File: src/design/twf_pkg.sv
// ----------------------------------------------------------------------------
// Twofish package
// Shared types, constants and GF(2^8), q and MDS helper functions.
// ----------------------------------------------------------------------------
package twf_pkg;

   localparam int SUBKEY_PAIRS = 20;
   localparam int PAIR_ADDR_W  = 5;

   localparam logic [8:0] POLY_MDS = 9'h169;
   localparam logic [8:0] POLY_RS  = 9'h14D;

   typedef logic [2:0] csr_index_type;
   localparam csr_index_type CSR_KEY_0_7    = 3'd0;
   localparam csr_index_type CSR_KEY_8_15   = 3'd1;
   localparam csr_index_type CSR_KEY_16_23  = 3'd2;
   localparam csr_index_type CSR_KEY_24_31  = 3'd3;
   localparam csr_index_type CSR_KEY_SIZE   = 3'd4;

   localparam logic [1:0] KEY_SIZE_128 = 2'd0;
   localparam logic [1:0] KEY_SIZE_192 = 2'd1;

   localparam logic ACTION_DECRYPT = 1'b1;

   typedef struct packed {
      logic        action;
      logic [63:0] block_low;
      logic [63:0] block_high;
   } twf_req_type;

   typedef struct packed {
      logic [63:0] result_low;
      logic [63:0] result_high;
   } twf_rsp_type;

   typedef logic [3:0][31:0] twf_words_type;

   typedef struct packed {
      logic                   en;
      logic [PAIR_ADDR_W-1:0] addr;
      logic [63:0]            data;
   } twf_ram_wr_type;

   typedef enum logic [3:0] {
      ST_KS_RS,
      ST_KS_H,
      ST_IDLE,
      ST_LOAD0,
      ST_LOAD1,
      ST_G0,
      ST_G1,
      ST_OUT0,
      ST_OUT1
   } twf_state_type;

   localparam logic [7:0] RS_MAT [4][8] = '{
      '{8'h01, 8'hA4, 8'h55, 8'h87, 8'h5A, 8'h58, 8'hDB, 8'h9E},
      '{8'hA4, 8'h56, 8'h82, 8'hF3, 8'h1E, 8'hC6, 8'h68, 8'hE5},
      '{8'h02, 8'hA1, 8'hFC, 8'hC1, 8'h47, 8'hAE, 8'h3D, 8'h19},
      '{8'hA4, 8'h55, 8'h87, 8'h5A, 8'h58, 8'hDB, 8'h9E, 8'h03}};

   // Which q permutation each byte position uses at each stage.
   localparam logic Q_SEL [4][5] = '{
      '{1'b1, 1'b1, 1'b0, 1'b0, 1'b1},
      '{1'b0, 1'b1, 1'b1, 1'b0, 1'b0},
      '{1'b0, 1'b0, 1'b0, 1'b1, 1'b1},
      '{1'b1, 1'b0, 1'b1, 1'b1, 1'b0}};

   localparam logic [3:0] Q_TAB [2][4][16] = '{
      '{'{4'h8, 4'h1, 4'h7, 4'hD, 4'h6, 4'hF, 4'h3, 4'h2,
          4'h0, 4'hB, 4'h5, 4'h9, 4'hE, 4'hC, 4'hA, 4'h4},
        '{4'hE, 4'hC, 4'hB, 4'h8, 4'h1, 4'h2, 4'h3, 4'h5,
          4'hF, 4'h4, 4'hA, 4'h6, 4'h7, 4'h0, 4'h9, 4'hD},
        '{4'hB, 4'hA, 4'h5, 4'hE, 4'h6, 4'hD, 4'h9, 4'h0,
          4'hC, 4'h8, 4'hF, 4'h3, 4'h2, 4'h4, 4'h7, 4'h1},
        '{4'hD, 4'h7, 4'hF, 4'h4, 4'h1, 4'h2, 4'h6, 4'hE,
          4'h9, 4'hB, 4'h3, 4'h0, 4'h8, 4'h5, 4'hC, 4'hA}},
      '{'{4'h2, 4'h8, 4'hB, 4'hD, 4'hF, 4'h7, 4'h6, 4'hE,
          4'h3, 4'h1, 4'h9, 4'h4, 4'h0, 4'hA, 4'hC, 4'h5},
        '{4'h1, 4'hE, 4'h2, 4'hB, 4'h4, 4'hC, 4'h3, 4'h7,
          4'h6, 4'hD, 4'hA, 4'h5, 4'hF, 4'h9, 4'h0, 4'h8},
        '{4'h4, 4'hC, 4'h7, 4'h5, 4'h1, 4'h6, 4'h9, 4'hA,
          4'h0, 4'hE, 4'hD, 4'h8, 4'h2, 4'hB, 4'h3, 4'hF},
        '{4'hB, 4'h9, 4'h5, 4'h1, 4'hC, 4'h3, 4'hD, 4'hE,
          4'h6, 4'h4, 4'h7, 4'hF, 4'h2, 4'h0, 4'h8, 4'hA}}};

   function automatic logic [31:0] rol32(input logic [31:0] v, input int n);
      return (v << n) | (v >> (32 - n));
   endfunction

   function automatic logic [31:0] ror32(input logic [31:0] v, input int n);
      return (v >> n) | (v << (32 - n));
   endfunction

   function automatic logic [7:0] gf_mul(input logic [7:0] a, input logic [7:0] b,
                                         input logic [8:0] poly);
      logic [8:0] bb;
      logic [7:0] acc;
      bb  = {1'b0, b};
      acc = '0;
      for (int n = 0; n < 8; n++) begin
         if (a[n]) begin
            acc = acc ^ bb[7:0];
         end
         bb = {bb[7:0], 1'b0};
         if (bb[8]) begin
            bb = bb ^ poly;
         end
      end
      return acc;
   endfunction

   function automatic logic [7:0] q_perm(input logic sel, input logic [7:0] x);
      logic [3:0] a0, b0, a1, b1, a2, b2, a3, b3, a4, b4;
      a0 = x[7:4];
      b0 = x[3:0];
      a1 = a0 ^ b0;
      b1 = a0 ^ {b0[0], b0[3:1]} ^ {a0[0], 3'b000};
      a2 = Q_TAB[sel][0][a1];
      b2 = Q_TAB[sel][1][b1];
      a3 = a2 ^ b2;
      b3 = a2 ^ {b2[0], b2[3:1]} ^ {a2[0], 3'b000};
      a4 = Q_TAB[sel][2][a3];
      b4 = Q_TAB[sel][3][b3];
      return {b4, a4};
   endfunction

   function automatic logic [31:0] mds_col(input logic [7:0] v, input logic [1:0] col);
      logic [7:0] m5, me;
      logic [31:0] res;
      m5 = gf_mul(v, 8'h5B, POLY_MDS);
      me = gf_mul(v, 8'hEF, POLY_MDS);
      case (col)
         2'd0:    res = {me, me, m5, v};
         2'd1:    res = {v, m5, me, me};
         2'd2:    res = {me, v, me, m5};
         default: res = {m5, me, v, m5};
      endcase
      return res;
   endfunction

endpackage

File: src/design/twf_h_unit.sv
// ----------------------------------------------------------------------------
// Twofish h function unit
// Four q chains keyed by a list of words, followed by the MDS multiply.
// ----------------------------------------------------------------------------
module twf_h_unit (
   input  logic [31:0]           x,
   input  twf_pkg::twf_words_type l_words,
   input  logic [1:0]            first_stage,
   output logic [31:0]           h_out
);
   import twf_pkg::*;

   logic [7:0] v;
   logic [1:0] j;

   // The chain starts at first_stage; after every stage but the last the next key byte is mixed in.
   always_comb begin
      h_out = '0;
      v     = '0;
      j     = '0;
      for (int pos = 0; pos < 4; pos++) begin
         v = x[8*pos +: 8];
         for (int z = 0; z < 5; z++) begin
            j = 2'(z - 1 - int'(first_stage));
            if (z == int'(first_stage)) begin
               v = q_perm(Q_SEL[pos][z], v);
            end else if (z > int'(first_stage)) begin
               v = q_perm(Q_SEL[pos][z], v ^ l_words[j][8*pos +: 8]);
            end
         end
         h_out = h_out ^ mds_col(v, 2'(pos));
      end
   end

endmodule

File: config.mk
export PLATFORM = sky130hd
export DESIGN_NAME = twf_h_unit
export DESIGN_NICKNAME = d
export VERILOG_FILES = /design/src/design/twf_pkg.sv /design/src/design/twf_h_unit.sv
export SDC_FILE = /design/constraint.sdc
export NUM_CORES = 2
export LEC_CHECK = 0
export ABC_AREA = 1
export BUFFER_PORTS_ARGS = -buffer_cell sky130_fd_sc_hd__buf_2
export CAP_MARGIN = 20
export CORE_AREA = 5 5 325 327
export DETAILED_ROUTE_END_ITERATION = 8
export DIE_AREA = 0 0 330 332
export PLACE_DENSITY_LB_ADDON = 0.15
export SYNTH_ARGS = -nofsm -noshare
export SYNTH_HDL_FRONTEND = slang
export SYNTH_SLANG_ARGS = --single-unit
File: constraint.sdc
create_clock -name vclk -period 13.82
set_clock_uncertainty 0.2 [all_clocks]
set_input_delay 0.691 -clock vclk [all_inputs]
set_output_delay 0.691 -clock vclk [all_outputs]
set_load 0.005 [all_outputs]
* Word-level counts from Yosys, hierarchy flattened
Memories as Yosys holds them, arrays and structs flattened. Cells that the tools add are included.
Cells by class: add/subtract/negate cells 4, $lt $le $gt $ge 135, eq/ne operators 3, muxes and demuxes 356, bitwise operators 395, reduce and logical (&&, ||, !) cells 1
Operators by type and width (number):
- $mux 4 | 264
- $xor 4x4->4 | 192
- $ge 5x5->1 const B | 128
- $not 4->5 | 128
- $mux 8 | 48
- $bmux 32 s2 | 4
- $mux 32 | 4
- $xor 8x8->8 | 16
- $xor 32x32->32 | 3
- $mux 7 | 12
- $not 3->3 | 24
- $mux 6 | 8
- $not 2->2 | 24
- $mux 5 | 8
- $mux 3 | 8
- $not 6->6 | 4
- $not 5->5 | 4
- $lt 2x3->1 const B | 4
- $eq 2x2->1 const A | 2
- $gt 2x2->1 const A | 2
- $sub 1x2->2 const A | 2
- $sub 2x2->2 const A | 2
- $eq 1x2->1 const A | 1
- $gt 1x2->1 const A | 1
- $logic_not 2->1 | 1
Storage, ports and cells: bits in registers 0, ROM bits 8192, input port bits 162, output and inout port bits 32, logic and storage cells 1022, memories 128
Memories:
- (name not given) | words 16, width 4, read ports 1, clocked after memory_dff 0, wr ports 0, RTL line twf_pkg.sv:124 | b4 = Q_TAB[sel][3][b3];
- (name not given) | words 16, width 4, read ports 1, clocked after memory_dff 0, wr ports 0, RTL line twf_pkg.sv:123 | a4 = Q_TAB[sel][2][a3];
- (name not given) | words 16, width 4, read ports 1, clocked after memory_dff 0, wr ports 0, RTL line twf_pkg.sv:120 | b2 = Q_TAB[sel][1][b1];
- (name not given) | words 16, width 4, read ports 1, clocked after memory_dff 0, wr ports 0, RTL line twf_pkg.sv:119 | a2 = Q_TAB[sel][0][a1];
- (name not given) | words 16, width 4, read ports 1, clocked after memory_dff 0, wr ports 0, RTL line twf_pkg.sv:124
- (name not given) | words 16, width 4, read ports 1, clocked after memory_dff 0, wr ports 0, RTL line twf_pkg.sv:123
- 122 more memories

* Depth between registers and ports, before layout
depth after elaboration 88, depth in mapped cells 112

* Least setup slack after synthesis
OpenSTA, ideal clock, no wires.
path type input to output, start in first_stage[1], end out h_out[30], data arrival time 11897 ps, data required time 12929 ps, setup slack 1032 ps, cell stages on the path 87, cell sequence clkbuf_1 > inv_2 > clkbuf_1 > clkbuf_1 > clkbuf_1 > clkbuf_1 > ha_1 > inv_1 > clkbuf_1 > buf_1 > o21ai_0 > inv_1 > nand3_1 > nand2_1 > nand3_1 > nand2_1 > inv_1 > ha_1 > [... 51 more ...] > nand3_1 > nand2_1 > nand2_1 > nand2_1 > xnor2_1 > inv_1 > ha_1 > nand2_1 > o21ai_0 > nand2_1 > nand2_1 > nand2_1 > nand2_1 > inv_1 > nand2_2 > nand2_1 > xor2_1 > xor2_1
On the way: word-level cells in the longest chain between the ends 69, elaborated cells on any way between the ends 694, classes of those cells add/sub: 4; order compare: 3; eq/ne: 3; mux: 270; bitwise: 302; reduce/logical: 1; memory: 111
Ends and longest elaborated chain:
- start: declaration | RTL line twf_h_unit.sv:8 | input logic [1:0] first_stage,
- $sub 1x2->2 | RTL line twf_h_unit.sv:24 | j = 2'(z - 1 - int'(first_stage));
- $bmux 32 s2 | RTL line twf_h_unit.sv:28 | v = q_perm(Q_SEL[pos][z], v ^ l_words[j][8*pos +: 8]);
- $mux 32 (not written as such) | RTL line twf_h_unit.sv:28
- $xor 8x8->8 | RTL line twf_h_unit.sv:28
- $xor 4x4->4 (2 in a row) | RTL line twf_pkg.sv:118 | b1 = a0 ^ {b0[0], b0[3:1]} ^ {a0[0], 3'b000};
- $not 4->5 (not written as such) | RTL line twf_pkg.sv:120
- $mem_v2 16x4
- $mux 4 (not written as such) (2 in a row) | RTL line twf_pkg.sv:120
- [... 48 more ...]
- $mux 4 (not written as such) (2 in a row) | RTL line twf_pkg.sv:123
- $mux 8 (2 in a row) | RTL line twf_pkg.sv:102 | if (a[n]) begin
- $not 3->3 (no line)
- $mux 7 | RTL line twf_pkg.sv:102
- $not 3->3 (no line)
- $mux 8 | RTL line twf_pkg.sv:102
- $xor 32x32->32 (2 in a row) | RTL line twf_h_unit.sv:31 | h_out = h_out ^ mds_col(v, 2'(pos));
- $xor 32x32->32 (*) | RTL line twf_h_unit.sv:31
- end: declaration | RTL line twf_h_unit.sv:9 | output logic [31:0] h_out
Mark *: on every way between the ends. The rest lies on a longest branch, timed or not. The select of a mux whose other input is x is not followed.

* Worst setup path in the final report
start in x[28], end out h_out[5]
On the way: word-level cells in the longest chain between the ends 77, elaborated cells on any way between the ends 194, classes of those cells mux: 75; bitwise: 87; memory: 32
Ends and longest elaborated chain:
- start: declaration | RTL line twf_h_unit.sv:6 | input logic [31:0] x,
- $xor 4x4->4 (2 in a row) | RTL line twf_pkg.sv:118
- $not 4->5 (not written as such) | RTL line twf_pkg.sv:120
- $mem_v2 16x4
- $mux 4 (not written as such) (2 in a row) | RTL line twf_pkg.sv:120
- $xor 4x4->4 (2 in a row) | RTL line twf_pkg.sv:122 | b3 = a2 ^ {b2[0], b2[3:1]} ^ {a2[0], 3'b000};
- $not 4->5 (not written as such) | RTL line twf_pkg.sv:124
- $mem_v2 16x4
- $mux 4 (not written as such) (2 in a row) | RTL line twf_pkg.sv:124
- [... 56 more ...]
- $mux 4 (not written as such) (2 in a row) | RTL line twf_pkg.sv:123
- $mux 8 | RTL line twf_pkg.sv:102
- $not 2->2 (no line)
- $mux 6 | RTL line twf_pkg.sv:102
- $mux 7 | RTL line twf_pkg.sv:102
- $not 2->2 (no line)
- $mux 8 (*) | RTL line twf_pkg.sv:102
- $xor 32x32->32 (*) | RTL line twf_h_unit.sv:31
Marked as above.

==> metrics.md <==
| Metric | Value |
|---|---|
| Iter 0 DRT Violations | 4135 |
| Post-Syn Area | 45700 um^2 |
| Number of hold buffers added after cts | 0 |
| Area delta synth->final | 15.0% |
| Post-route DRC | 0 |
| Most instantiated library cell after synthesis | nand2_1 |
| Worst Setup End Kind | output port |
| Detailed placement HPWL | 125000 um |
| Final setup fails | 0 |
| Vias in the first global route | 47900 |
| DIE HEIGHT | 332 um |
| Final Critical Period | 13.00 ns |
| DRT Pass-1 Iters | 6 |
| I/O pin cnt | 194 |
| Fin. Hold Viols | 0 |
| Pins over their slew limit | 0 |
| Critical path class | in -> out |
| Worst-Margin Slew | 1.22 ns |
| Outcome | completed |
| Gpl congestion | 0.962 |
| CLK BUF | 0 |
| Nets | 10300 |
| CP Launch Type | input pin |
| Initial antenna violation count | 9 |
| Largest net degree at the start of global routing | 135 |
| Hold path depth | 18 |
| F_max | 76.9 MHz |
| Cell Rows | 118 |
| Antenna-violating nets left | 0 |
| Max cap viols | 0 |
| Total Wirelength | 148000 um |
| Worst Path Required | 12.93 ns |
| DP Worst Slack | -0.403 ns |
| Synthesized Nets | 9919 |
| Core area | 103000 um^2 |
| Worst path max stage delay | 0.31 ns |
| Port bufs | 194 |
| Cell variety after synth | 49 |
| Setup ws final | 0.816 ns |
| Dominant cells by area after synthesis | nand2_1 (38%), nand3_1 (15%), ha_1 (13%) |
| Worst EP arrival | 12.11 ns |
| Width of the die | 330 um |
| Critical path launch point | x[28] |
| Layout cell share with drive strength beyond 1 | 17.1% |
| Grt ovf | 0 |
| Seq. cell area | 0 um^2 |
| CP max FO | 7 |
| Unrepaired setup endpoints after global routing | yes |
| GRT Util Overall | 24.9% |
| Crit-path leading delay family | simple AND/OR/NAND/NOR gates |
| Leading area contributor after synthesis | nand2_1 |
| Num sequential | 0 |
| Vias | 56000 |
| Fill cells | 11000 |
| Via density per instance | 5.10 |
| First-pass GRT wire length | 234000 um |
| Finished Cell Area | 52600 um^2 |
| WP buf/inv | 17 |
| Top cell types by occurrence after synthesis | nand2_1 (4582), nand3_1 (1348), inv_1 (1015), ha_1 (489), o21ai_0 (414) |
| Max transition margin | 17.8% |
| Mapped Cells | 9268 |
| Crit share post-route | 94.1% |
| Crit-path most repeated cell | nand2_1 |
| Hold WS | 2.97 ns |
| DP Area | 48900 um^2 |
| Sequential share of the synthesized area | 0% |
| Synth warn | 0 |
| Mean area per synthesized cell | 4.94 um^2 |
| Wirelength per Cell | 13.5 um |
| Worst Hold Class | in -> out |
| Hold Crit Start | l_words[88] |
| Die ar. | 110000 um^2 |
| Initial cell density of the core | 44.6% |
| Hold endpoint | h_out[14] |
| Slowest cell on crit path | o21ai_4 |
| Share of the synthesized area in the top cell type | 37.6% |
==> area by class of cell <==
cell class	count	area [um^2]	share of cell area (%)
timing repair buffer	435	2910	5.53
antenna	5	12.5	0.0238
tap	1380	1730	3.28
inverter	1126	4240	8.05
multi-input combinational	8039	43700	83.1
==> layer usage <==
metal,global-route usage [%],routed length [um],vias to the layer above
met5,0,84,-
met4,4.82,3450,12
met2,41.4,65900,1372
met3,3.29,10200,180
met1,34.7,68700,24800
li1,-,-,29600
==> worst min-delay path: stages <==
cell and delay, ns:
buf_2 0.09, nand2_1 0.04, o21ai_0 0.09, nand2_1 0.05, o21ai_0 0.14, nand2_1 0.11
nand3_2 0.11, nand2_4 0.07, nand2_1 0.07, nand3_1 0.07, nand2_1 0.19, xor2_2 0.14
o21ai_2 0.16, buf_4 0.13, nand2_1 0.06, nand3_1 0.08, nand2_1 0.05, buf_2 0.12
==> what timing repair did <==
item	4_1_cts	5_1_grt
endpoints found under the setup margin	26	32
pin swaps	1	180
setup buffers	0	134
gates resized for setup	11	640
==> cells by family (layout without fill, tap and decap cells) <==
kind of cell	after synthesis	count (layout)	share of synthesized area, %
xor+xnor	296	296	6.94
buf+inv	1229	1561	10.2
other cells	0	5	0
fa+ha+maj	489	489	13.4
compound gates	624	624	7.57
simple gates	6630	6630	61.9
==> cells in the final DEF, fill, tap and decap left out, types with 13 or more instances in the layout <==
master / count
xor2_1: 102
inv_1: 990
nand3_1: 1285
buf_2: 186
nand2_1: 4291
xor2_2: 68
nand4_1: 13
xor2_4: 16
o21ai_0: 389
nand3_2: 97
xnor2_2: 42
nand2_2: 603
o21ai_1: 51
inv_2: 130
nor2_2: 14
buf_4: 231
a21oi_1: 66
nor2_1: 153
xnor2_1: 46
o211ai_1: 36
nand3b_1: 33
ha_1: 471
nand2_4: 100
o21ai_2: 35
xnor2_4: 22
==> per-stage QoR <==
stage          std cells  util [%]  TNS [ns]
2_1_floorplan       9268         -         0
3_3_place_gp       10800      47.6    -0.398
6_report           11000      51.3         0
3_5_place_dp       10800      47.6     -4.72
5_1_grt            11000      51.3     -3.12
4_1_cts            10800      47.7         0
==> worst max path at each step <==
stage	end	slack, ns	depth (start not counted)
final	h_out[5]	0.82	97
after global routing	h_out[5]	-0.22	106
after CTS	h_out[9]	0.02	95
after detailed placement	h_out[9]	-0.40	98
after global placement	h_out[9]	-0.21	98
after floorplan	h_out[30]	1.03	87
Power is not shown: default switching activity piles up to over one toggle a cycle in this logic, so the estimate is an artifact.
